File: src/sv/pls_pkg.sv
`timescale 1ns / 1ps
// ----------------------------------------------------------------------------
// pls_pkg: shared types and constants of the positional list store
// Operation codes, item field widths and the result record handed from the
// sequencer to the output stage.
// ----------------------------------------------------------------------------
package pls_pkg;

  // Item field widths
  localparam int MODE_W = 2;
  localparam int POS_W  = 5;
  localparam int WORD_W = 32;
  localparam int CNT_W  = 5;

  // Operation codes carried in the mode field
  typedef enum logic [MODE_W-1:0] {
    MODE_APPEND   = 2'd0,
    MODE_INSERT   = 2'd1,
    MODE_REMOVE   = 2'd2,
    MODE_RETRIEVE = 2'd3
  } mode_t;

  // One result item
  typedef struct packed {
    logic              success;
    logic [WORD_W-1:0] read_data;
    logic [CNT_W-1:0]  item_count;
    logic              is_empty;
  } pls_res_t;

endpackage

File: src/sv/pls_mem.sv
`timescale 1ns / 1ps
// ----------------------------------------------------------------------------
// pls_mem: entry storage of the positional list store
// One write port and one read port; read data is registered.
// ----------------------------------------------------------------------------
module pls_mem #(
  parameter int DEPTH      = 16,
  parameter int DATA_WIDTH = 32
) (
  input  logic                     clk,
  input  logic                     wr_en,
  input  logic [$clog2(DEPTH)-1:0] wr_addr,
  input  logic [DATA_WIDTH-1:0]    wr_data,
  input  logic [$clog2(DEPTH)-1:0] rd_addr,
  output logic [DATA_WIDTH-1:0]    rd_data
);

  logic [DATA_WIDTH-1:0] mem [DEPTH];

  // Write one entry
  always_ff @(posedge clk) begin
    if (wr_en) begin
      mem[wr_addr] <= wr_data;
    end
  end

  // Read one entry every cycle
  always_ff @(posedge clk) begin
    rd_data <= mem[rd_addr];
  end

endmodule

File: src/sv/pls_seq.sv
`timescale 1ns / 1ps
// ----------------------------------------------------------------------------
// pls_seq: request sequencer of the positional list store
// Checks a request against the entry count; insert and remove then move entries
// one at a time through the storage with a shared index incrementer/decrementer.
// ----------------------------------------------------------------------------
module pls_seq #(
  parameter int DEPTH      = 16,
  parameter int DATA_WIDTH = 32
) (
  input  logic                             clk,
  input  logic                             rst,
  input  logic                             in_valid,
  output logic                             in_ready,
  input  pls_pkg::mode_t                   mode,
  input  logic [pls_pkg::POS_W-1:0]        position,
  input  logic [pls_pkg::WORD_W-1:0]       entry_data,
  output logic                             res_valid,
  input  logic                             res_ack,
  output pls_pkg::pls_res_t                res
);

  import pls_pkg::*;

  localparam int AW = $clog2(DEPTH);
  localparam int CW = $clog2(DEPTH + 1);
  localparam int PW = (CW > POS_W) ? CW : POS_W;

  typedef enum logic [2:0] {
    ST_IDLE,
    ST_MOVE_RD,
    ST_MOVE_WR,
    ST_PUT,
    ST_GRAB,
    ST_FINISH
  } state_t;

  typedef enum logic [1:0] {
    K_PUT,
    K_DEL,
    K_GET
  } kind_t;

  state_t                state;
  kind_t                 kind;
  logic [CW-1:0]         count;
  logic [AW-1:0]         ptr;
  logic [AW-1:0]         end_idx;
  logic [DATA_WIDTH-1:0] data;
  logic                  ok;
  logic [WORD_W-1:0]     rdata;

  logic [PW-1:0]         pos_w;
  logic [PW-1:0]         cnt_w;
  logic                  room;
  logic                  pos_ok;
  logic                  ins_ok;
  logic [AW-1:0]         from_idx;
  logic [AW-1:0]         src;
  logic                  accept;

  logic                  wr_en;
  logic [AW-1:0]         rd_addr;
  logic [DATA_WIDTH-1:0] wr_data;
  logic [DATA_WIDTH-1:0] rd_data;

  // Check the request against the current count
  always_comb begin
    pos_w    = PW'(position);
    cnt_w    = PW'(count);
    room     = count < CW'(DEPTH);
    pos_ok   = (pos_w != '0) && (pos_w <= cnt_w);
    ins_ok   = room && (pos_w != '0) && (pos_w <= cnt_w + PW'(1));
    from_idx = AW'(pos_w - PW'(1));
  end

  assign in_ready = (state == ST_IDLE);
  assign accept   = in_valid && in_ready;

  // Shared index unit: step toward the source entry of the next move
  assign src = ptr + ((kind == K_PUT) ? {AW{1'b1}} : AW'(1));

  // Storage port control
  assign rd_addr = (state == ST_MOVE_RD) ? src : from_idx;
  assign wr_en   = (state == ST_MOVE_WR) || (state == ST_PUT);
  assign wr_data = (state == ST_PUT) ? data : rd_data;

  pls_mem #(
    .DEPTH      (DEPTH),
    .DATA_WIDTH (DATA_WIDTH)
  ) u_mem (
    .clk     (clk),
    .wr_en   (wr_en),
    .wr_addr (ptr),
    .wr_data (wr_data),
    .rd_addr (rd_addr),
    .rd_data (rd_data)
  );

  // Result record
  always_comb begin
    res            = '0;
    res.success    = ok;
    res.read_data  = rdata;
    res.item_count = CNT_W'(count);
    res.is_empty   = (count == '0);
  end
  assign res_valid = (state == ST_FINISH);

  // Sequencer
  always_ff @(posedge clk) begin
    if (rst) begin
      state <= ST_IDLE;
      count <= '0;
    end else begin
      case (state)
        ST_IDLE: begin
          if (accept) begin
            rdata <= '0;
            data  <= DATA_WIDTH'(entry_data);
            case (mode)
              MODE_APPEND: begin
                if (room) begin
                  kind    <= K_PUT;
                  ptr     <= AW'(count);
                  end_idx <= AW'(count);
                  count   <= count + CW'(1);
                  ok      <= 1'b1;
                  state   <= ST_MOVE_RD;
                end else begin
                  ok    <= 1'b0;
                  state <= ST_FINISH;
                end
              end
              MODE_INSERT: begin
                if (ins_ok) begin
                  kind    <= K_PUT;
                  ptr     <= AW'(count);
                  end_idx <= from_idx;
                  count   <= count + CW'(1);
                  ok      <= 1'b1;
                  state   <= ST_MOVE_RD;
                end else begin
                  ok    <= 1'b0;
                  state <= ST_FINISH;
                end
              end
              MODE_REMOVE: begin
                if (pos_ok) begin
                  kind    <= K_DEL;
                  ptr     <= from_idx;
                  end_idx <= AW'(count - CW'(1));
                  count   <= count - CW'(1);
                  ok      <= 1'b1;
                  state   <= ST_MOVE_RD;
                end else begin
                  ok    <= 1'b0;
                  state <= ST_FINISH;
                end
              end
              default: begin
                if (pos_ok) begin
                  kind  <= K_GET;
                  ok    <= 1'b1;
                  state <= ST_GRAB;
                end else begin
                  ok    <= 1'b0;
                  state <= ST_FINISH;
                end
              end
            endcase
          end
        end
        ST_MOVE_RD: begin
          if (ptr == end_idx) begin
            state <= (kind == K_PUT) ? ST_PUT : ST_FINISH;
          end else begin
            state <= ST_MOVE_WR;
          end
        end
        ST_MOVE_WR: begin
          ptr   <= src;
          state <= ST_MOVE_RD;
        end
        ST_PUT: begin
          state <= ST_FINISH;
        end
        ST_GRAB: begin
          rdata <= WORD_W'(rd_data);
          state <= ST_FINISH;
        end
        ST_FINISH: begin
          if (res_ack) begin
            state <= ST_IDLE;
          end
        end
        default: begin
          state <= ST_IDLE;
        end
      endcase
    end
  end

`ifndef ASSERT_OFF
  // The count never passes the capacity
  a_count_range: assert property (@(posedge clk) disable iff (rst)
    count <= CW'(DEPTH))
    else $error("entry count above capacity");

  // A move never overwrites the slot that closes the gap
  a_move_addr: assert property (@(posedge clk) disable iff (rst)
    (state == ST_MOVE_WR) |-> (ptr != end_idx))
    else $error("entry move hit its end slot");

  // Without a new item the count holds
  a_count_hold: assert property (@(posedge clk) disable iff (rst)
    (state == ST_IDLE && !accept) |=> (count == $past(count)))
    else $error("count changed with no item");

  // A rejected request leaves the count as it was
  a_reject_hold: assert property (@(posedge clk) disable iff (rst)
    (res_valid && !res.success) |-> (count == $past(count)))
    else $error("rejected request changed the count");
`endif

endmodule

File: src/sv/positional_list_store_unit.sv
`timescale 1ns / 1ps
// ----------------------------------------------------------------------------
// positional_list_store_unit: ordered list with 1-based positional access
// Append, insert, remove and retrieve on a list of up to DEPTH words; one
// result item for every request item.
// ----------------------------------------------------------------------------
//  channel  | direction | contents
//  ---------+-----------+----------------------------------------------------
//  s_*      | in        | request: mode, position, entry_data
//  m_*      | out       | result: success, read_data, item_count, is_empty
//
//  Steps: a rejected request goes straight to its result and a retrieve reads
//  one entry; append writes its entry; insert moves entries up and then writes
//  its entry, and remove moves entries down, one entry move at a time as a
//  read state and then a write state over the single storage write and read port.
//  Reset: synchronous clear of the sequencer and entry count; no memory sweep.
//  Stalls: s_tready is low while a request is worked on; a finished result
//  waits in the output register while the next request is taken.
// ----------------------------------------------------------------------------
module positional_list_store_unit #(
  parameter int DEPTH      = 16,
  parameter int DATA_WIDTH = 32
) (
  input  logic        clk,
  input  logic        rst,
  input  logic        s_tvalid,
  output logic        s_tready,
  input  logic [39:0] s_tdata,   // position[4:0], entry_data[36:5], zero[39:37]
  input  logic [1:0]  s_tuser,   // mode[1:0]
  output logic        m_tvalid,
  input  logic        m_tready,
  output logic [39:0] m_tdata,   // read_data[31:0], item_count[36:32],
                                 // is_empty[37], zero[39:38]
  output logic [0:0]  m_tuser    // success[0]
);

  import pls_pkg::*;

  logic     res_valid;
  logic     res_ack;
  pls_res_t res;
  pls_res_t res_q;

  pls_seq #(
    .DEPTH      (DEPTH),
    .DATA_WIDTH (DATA_WIDTH)
  ) u_seq (
    .clk        (clk),
    .rst        (rst),
    .in_valid   (s_tvalid),
    .in_ready   (s_tready),
    .mode       (mode_t'(s_tuser)),
    .position   (s_tdata[POS_W-1:0]),
    .entry_data (s_tdata[POS_W+WORD_W-1:POS_W]),
    .res_valid  (res_valid),
    .res_ack    (res_ack),
    .res        (res)
  );

  // Take a finished result when the output register is free or draining
  assign res_ack = res_valid && (!m_tvalid || m_tready);

  // Output register
  always_ff @(posedge clk) begin
    if (rst) begin
      m_tvalid <= 1'b0;
    end else begin
      if (res_ack) begin
        m_tvalid <= 1'b1;
      end else if (m_tready) begin
        m_tvalid <= 1'b0;
      end
    end
  end

  always_ff @(posedge clk) begin
    if (res_ack) begin
      res_q <= res;
    end
  end

  // Pack the result item
  assign m_tdata = {2'b00, res_q.is_empty, res_q.item_count, res_q.read_data};
  assign m_tuser = res_q.success;

endmodule

File: config.mk
export PLATFORM = sky130hd
export DESIGN_NAME = positional_list_store_unit
export DESIGN_NICKNAME = d
export VERILOG_FILES = /design/src/sv/pls_pkg.sv /design/src/sv/pls_mem.sv /design/src/sv/pls_seq.sv /design/src/sv/positional_list_store_unit.sv
export SDC_FILE = /design/constraint.sdc
export NUM_CORES = 1
export LEC_CHECK = 0
export ABC_AREA = 1
export BUFFER_PORTS_ARGS = -buffer_cell sky130_fd_sc_hd__buf_2
export CAP_MARGIN = 20
export CORE_ASPECT_RATIO = 0.8
export CORE_MARGIN = 10
export CORE_UTILIZATION = 50
export DETAILED_ROUTE_END_ITERATION = 8
export GPL_TIMING_DRIVEN = 0
export PLACE_DENSITY = 0.66
export SYNTH_ARGS = -nofsm -noshare
export SYNTH_HDL_FRONTEND = slang
export SYNTH_SLANG_ARGS = --single-unit
export TNS_END_PERCENT = 100
File: constraint.sdc
create_clock -name clk -period 5.6 [get_ports clk]
set_input_delay 0.56 -clock clk [delete_from_list [all_inputs] [get_ports clk]]
set_output_delay 0.56 -clock clk [all_outputs]
set_load 0.01 [all_outputs]
==> results by group, run 1 <==
Setup path
  – Startpoint type of the worst setup path: register
  – Critical path class: register to register
  – CP max FO: 16
  – Critical Path RT: between 5000 and 6000 ps
  – CP max stage delay: 930 ps
  – Top delay family on crit path: buffers and inverters
  – CP Depth: 6
  – Crit. End Element: register
  – Crit path cell chain: inv_2 -> nand3_1 -> clkbuf_1 -> buf_1 -> nor2_1 -> a21oi_1
  – Worst-case reg-to-reg path depth: 6
  – CP bufs+invs: 3
  – Worst EP arrival: 3930 ps
  – Critical path's slowest cell: buf_1

Die
  – Die outline width: 275 µm
  – # IOs: 89
  – Number of cell rows: 74
  – Die Ht: approximately 220 µm
  – Core area: 51,300 µm²
  – Total die area: 61,600 µm²
  – Initial Util: 0.507

Final layout
  – Non-filler instance count after layout: 2,870
  – Area of the multi-input gates: 5680 µm²
  – Synth-to-layout area growth: 15.4%
  – Fill cell total of the finished layout: 4,002
  – Reg area: ~20,000 µm²
  – Fraction of layout cells with a size suffix above 1: 0.151
  – Fin nets: 2,202

Detailed routing
  – Detailed Routing Iterations Pass 1: 8
  – Routed wire length: 78,300 µm
  – Initial DRC Count: ~2,600
  – DRC Markers: 0
  – Vias per cell: 6.12
  – DR WL/cell: 27.3 µm
  – Vias: 17,600
  – Post-DRT Antenna Nets: 0

Timing
  – RSZ-0062 raised after global routing: no
  – Final setup margin: 1930 ps
  – Worst slew margin: 0.213
  – Hold Fails Final Rpt: 0
  – Setup-failing EPs final: 0
  – Clk_skew: between 20 and 25 ps
  – FMAX: 272 MHz
  – Final Max Slew Viols: 0
  – Hold WS: 120 ps
  – Period Utilization, post-route: 0.656
  – Worst Tran Pin Value: 1180 ps
  – Final min period: 3670 ps

Synth
  – Synth cell count leaders: 626 x edfxtp_1, 399 x nor2_1, 208 x o21ai_0
  – Netlist cell types: 36
  – Syn_area_per_cell: 13.4 µm²
  – Main combinational cell family by area after synthesis: compound AO/OA/AOI/OAI gates
  – Top FF cell, synth: edfxtp_1
  – Synth top area share: 0.723
  – Seq cells post-synth: ~670
  – Post-synthesis adder-cell area fraction: 0.0114
  – Post-synth EDFFs: 626
  – Async SR Flop Fraction: 0
  – Cell count after synthesis: 1,939
  – Synthesized cell area: 26,000 µm²
  – Seq/Total Area, Yosys: 0.754
  – XOR/XNOR Fraction of Synth Area: 0.00438
  – YS warnings: 0
  – Top post-synthesis cells by area: edfxtp_1 72%, nor2_1 5.8%, o21ai_0 4.0%
  – Compound-Gate Fraction of Synth Area: 0.114
  – Most common cell in the synthesized netlist: edfxtp_1
  – Mux cell area share after synthesis: 0
  – Post-Synth Simple-Gate Area: 0.0826
  – Synth area leader: edfxtp_1

Clocking
  – Clk buf depth: 3
  – # Post-CTS Setup Buffers: 0
  – Clock latency on the worst-skew pair: 620 ps
  – Num CTS Buffers: 60
  – CTS resizes: 0
  – CTS tree: yes
  – CTS clk-pin slew, worst paths: 60 ps
  – Sinks on Clock Net: 667
  – H-Tree Depth: 2
  – Root buffer cell: clkbuf_16
  – Hold-fix buffers, CTS: 0

Power and ir drop
  – Internal power: 10,200 µW
  – Clk pwr share: 0.255
  – NetSw: 5950 µW
  – Pwr/cell area: 537 nW/µm²
  – Combinational power share: 0.333
  – Leak: 0.0103 µW
  – Seq pwr share: 0.412
  – Maximum VDD drop: between 0.0003 and 0.0004 V
  – Switching Share: 0.368

Global route
  – Vias in the first global route: approximately 17,000
  – Overall Global Routing Usage: 0.249
  – Congestion Overflow GR: 0
  – Initial antenna violation count: 2
  – First-pass GRT wire length: 112,000 µm
  – Pin count of the biggest net entering global routing: 24

Worst hold path
  – Hold path cells: 1
  – Hold Path Class: input port to register

Place
  – Post-DP HPWL: roughly 50,000 µm
  – Gpl congestion: 0.890
  – PortBufs: about 80
  – Dpl cells: 2,736
  – Post-Place Worst Slack: 1890 ps

Job
  – Max Cap Viol: 0

Status
  – Status: complete, no violations
-- sequential cells by signal (all words and copies together), names as in the netlist, 3 cells and up --
name                 flops
m_tdata                 38
u_seq.cnt_w              5
u_seq.data              32
u_seq.end_idx            4
u_seq.ptr                4
u_seq.rdata             32
u_seq.state              3
u_seq.u_mem.mem        512
u_seq.u_mem.rd_data     32
-- path summary, 6_finish.rpt --
path	start	to	slack, ps
max	u_seq.state[2]	u_seq.u_mem.mem[0][16]	1930
min	s_tdata[12]	u_seq.data[7]	120
max reg2reg	u_seq.state[2]	u_seq.u_mem.mem[0][16]	1930
min reg2reg	u_seq.rdata[25]	m_tdata[25]	420
-- cells in the final DEF (no fill, tap or decap), types with 49 or more instances in the layout --
cell | Yosys | routed
o21ai_1 | 69 | 69
nand2_1 | 93 | 93
edfxtp_1 | 626 | 626
o221ai_1 | 55 | 55
clkbuf_1 | 36 | 49
clkbuf_16 | 0 | 62
inv_1 | 65 | 65
nor2_1 | 399 | 382
o211ai_1 | 76 | 76
o21ai_0 | 208 | 208
buf_2 | 64 | 146
-- final cells by class --
cell class              count  share of cell area
plain buffers             118              0.0195
inverters                  71             0.00888
flip-flops and latches    667               0.653
repair buffers            131              0.0350
clock buffers              80              0.0556
well taps                 684              0.0285
diodes                      1           0.0000833
clock inverters            34              0.0100
multi-input cells        1084               0.189
-- metrics by stage --
step                 util  instance area, µm²  total power, µW  setup TNS [ps]
floorplan               -               26000             9620               0
global placement    0.532               27300            11600          -40700
detailed placement  0.544               27900            11800               0
CTS                 0.582               29900            15900               0
global route        0.585               30000            16700               0
finish              0.585               30000            16100               0
-- metal layers --
| layer | GRT usage | part of all wire |
|---|---|---|
| met5 | 0 | 0 |
| met4 | 0.0870 | 0.035 |
| met3 | 0.0703 | 0.13 |
| met2 | 0.366 | 0.44 |
| met1 | 0.350 | 0.39 |
-- power groups by stage --
stage | Combinational, µW | Clock [µW] | Sequential, µW
2_1_floorplan | 2890 | 0 | 6720
3_3_place_gp | 4830 | 0 | 6780
3_5_place_dp | 5080 | 0 | 6760
4_1_cts | 5110 | 4140 | 6660
5_1_grt | 5710 | 4360 | 6670
6_report | 5380 | 4110 | 6640
-- logic make-up (layout without fill, tap and decap cells) --
| group | Yosys count | after routing |
|---|---|---|
| adders and majority gates | 23 | 23 |
| DFF | 667 | 667 |
| other | 1 | 3 |
| xor gates and xnor gates | 13 | 13 |
| AOI/OAI and AO/OA | 500 | 500 |
| and+or+nand+nor | 546 | 546 |
| buffers and inverters | 189 | 434 |
No activity file was read; power rests on OpenSTA's default activity.
==> inputs of run 2 (changes only) <==
--- a/config.mk
+++ b/config.mk
@@ -5,7 +5,7 @@
 export SDC_FILE = /design/constraint.sdc
 export NUM_CORES = 1
 export LEC_CHECK = 0
-export ABC_AREA = 1
+export ABC_AREA = 0
 export BUFFER_PORTS_ARGS = -buffer_cell sky130_fd_sc_hd__buf_2
 export CAP_MARGIN = 20
 export CORE_ASPECT_RATIO = 0.8
==> constraint.sdc (replaced) <==
create_clock -name clk -period 3.46 [get_ports clk]
set_input_delay 0.346 -clock clk [delete_from_list [all_inputs] [get_ports clk]]
set_output_delay 0.346 -clock clk [all_outputs]
set_load 0.01 [all_outputs]
==> run 2 against run 1 <==
- sequential share of layout area is 0.56 points lower
- non-clock buffer count is 1 higher
- synthesized area is 0.37% lower
- worst setup slack worse by 1700 ps
- fmax is 14% higher
- largest power group unchanged
==> results by group, run 2 <==
Clocking
  – CTS tree: yes
  – Num CTS Buffers: 66
  – Clock latency on the worst-skew pair: roughly 610 ps
  – Clk buf depth: 3
  – Sinks on Clock Net: 667
  – H-Tree Depth: 3
  – Root buffer cell: clkbuf_16
  – CTS clk-pin slew, worst paths: ~60 ps

Place
  – Post-Place Worst Slack: -124 ps
  – Post-DP HPWL: roughly 44,000 µm
  – PortBufs: 83
  – Gpl congestion: 0.830
  – DP Area: 27,900 µm²

Setup path
  – Startpoint type of the worst setup path: register
  – Crit. End Element: register
  – Critical path's slowest cell: dfxtp_1
  – Worst EP arrival: roughly 3500 ps
  – Crit path cell chain: inv_1 -> ha_1 -> inv_1 -> ha_1 -> nor2b_1 -> o21ai_0 -> a31oi_1 -> or3_1 -> buf_2 -> nor2_1
  – Critical Path RT: 3740 ps
  – CP max stage delay: 520 ps
  – Critical path class: register to register
  – CP max FO: 10

Synth
  – Most common cell in the synthesized netlist: edfxtp_1
  – Async SR Flop Fraction: 0
  – YS warnings: 0
  – Synth cell count leaders: 626 x edfxtp_1, 339 x nand2_1, 137 x a21oi_1
  – Seq cells post-synth: ~670
  – Synth top area share: 0.725
  – Post-synth EDFFs: between 600 and 700
  – Synthesized cell area: 25,900 µm²
  – Seq/Total Area, Yosys: 0.757
  – Syn_area_per_cell: 14.5 µm²
  – Top post-synthesis cells by area: edfxtp_1 73%, nand2_1 4.9%, dfxtp_1 3.2%
  – Netlist cell types: 57
  – Top FF cell, synth: edfxtp_1
  – Cell count after synthesis: 1,790
  – Synth area leader: edfxtp_1

Timing
  – Worst Tran Pin Value: 1060 ps
  – Final setup TNS: 0 ps
  – Hold WS: 46.2 ps
  – RSZ-0062 raised after global routing: no
  – Period Utilization, post-route: 0.935
  – FMAX: 309 MHz
  – Final setup margin: 227 ps
  – Final min period: 3230 ps
  – Setup-failing EPs final: 0
  – Worst slew margin: 0.288
  – Hold Fails Final Rpt: 0
  – Final Max Slew Viols: 0
  – Clk_skew: 32.6 ps

Global route
  – Overall Global Routing Usage: 0.210
  – Congestion Overflow GR: 0
  – First-pass GRT wire length: 97,500 µm
  – Initial antenna violation count: 1
  – Vias in the first global route: 15,700
  – Pin count of the biggest net entering global routing: 24

Power and ir drop
  – Pwr/cell area: 774 nW/µm²
  – Leak: 0.0103 µW
  – Maximum VDD drop: just over 0.0005 V

Die
  – Number of cell rows: 74
  – # IOs: 89
  – Core area: between 50,000 and 60,000 µm²
  – Die outline width: 275 µm
  – Total die area: roughly 60,000 µm²
  – Initial Util: 0.506
  – Die Ht: about 220 µm

Final layout
  – Max FFs per register: 512
  – Commonest non-fill, non-tap cell in the layout: edfxtp_1
  – Top reg by flops: u_seq.u_mem.mem
  – Fin nets: between 2,000 and 2,500
  – Final core occ: 0.591
  – Synth-to-layout area growth: 16.9%
  – Most frequent cells in the layout: 626 x edfxtp_1, 339 x nand2_1, 137 x a21oi_1
  – Design area: 30,300 µm²
  – Fraction of layout cells with a size suffix above 1: 0.163
  – ANT cells: 0

Detailed routing
  – Initial DRC Count: 1,762
  – Vias: approximately 16,000
  – Met3 WL: between 5000 and 6000 µm
  – Met1 wire length: roughly 28,000 µm
  – Routed wire length: 64,500 µm
  – Top Layer Used: met4
  – DRC Markers: 0
  – Vias per cell: 5.83
  – DR WL/cell: 23.6 µm
  – Wire length on met2: 29,500 µm
  – Post-DRT Antenna Nets: 0
  – Detailed Routing Iterations Pass 1: 5

Worst hold path
  – Hold Path Class: input port to register

Job
  – Max Cap Viol: 0

Status
  – Status: complete, no violations
==> run 2: cell count changes after synthesis, moves of 59 or more <==
| cell | previous run | this run |
|---|---|---|
| o211ai_1 | 76 | 3 |
| nor2_1 | 399 | 64 |
| nand2_1 | 93 | 339 |
| a21oi_1 | 45 | 137 |
| a221oi_1 | 0 | 59 |
| o21ai_0 | 208 | 16 |
==> run 2: through the flow <==
step                std cells  power, µW
global placement         2558      16300
detailed placement       2583      16600
finish                   2733      23400
floorplan                1791      14200
global route             2733      24400
CTS                      2733      23500
==> run 2: where the power goes <==
| group | switching, µW | internal [µW] |
|---|---|---|
| logic | 4310 | 1640 |
| registers | 206 | 10300 |
| clock network | 2990 | 3960 |
| total | 7500 | 15900 |
==> run 2: logic make-up (layout without fill, tap and decap cells) <==
group | Yosys count | in the layout | share of synthesized area
muxes | 70 | 70 | 0.0295
and+or+nand+nor | 581 | 581 | 0.0980
adders and majority gates | 23 | 23 | 0.0114
DFF | 667 | 667 | 0.757
AOI/OAI and AO/OA | 310 | 310 | 0.0777
xor gates and xnor gates | 13 | 13 | 0.00439
other | 1 | 2 | 0.000145
buffers and inverters | 125 | 383 | 0.0217
==> run 2: layer usage <==
metal,up-vias,global-route usage
li1,7167,-
met1,7980,0.297
met2,682,0.322
met3,112,0.0462
met4,0,0.0623
met5,-,0
==> run 2: worst paths after layout <==
kind                                 startpoint               end  slack [ps]  depth (start not counted)
worst max-delay path             u_seq.cnt_w[0]  u_seq.end_idx[2]         230                         10
worst min-delay path                        rst    u_seq.cnt_w[3]          50                          2
worst max register to register   u_seq.cnt_w[0]  u_seq.end_idx[2]         230                         10
worst min register to register  u_seq.rdata[12]       m_tdata[12]         420                          0
==> run 2: timing repair <==
item	CTS	global route
hold buffers	32	0
resized for setup	1	18
gates cloned	0	0
setup endpoints to repair	16	31
buffers inserted	0	0
hold endpoints to repair	32	0
==> run 2: cell type report <==
cell class / count / area, µm²
inverter: 14 / 52.6
timing repair buffer: 140 / 1250
sequential: 667 / 19600
clock inverter: 36 / 308
tap: 684 / 856
clock buffer: 83 / 1780
multi-input combinational: 999 / 5900
buffer: 110 / 519
fill: 3846 / 20900
==> run 2: critical path, delay by kind of cell (launching register included) <==
| family | cells | cell delay [ps] |
|---|---|---|
| AOI/OAI and AO/OA | 2 | 440 |
| DFF | 1 | 520 |
| adders and majority gates | 2 | 650 |
| and+or+nand+nor | 3 | 840 |
| buffers and inverters | 3 | 460 |
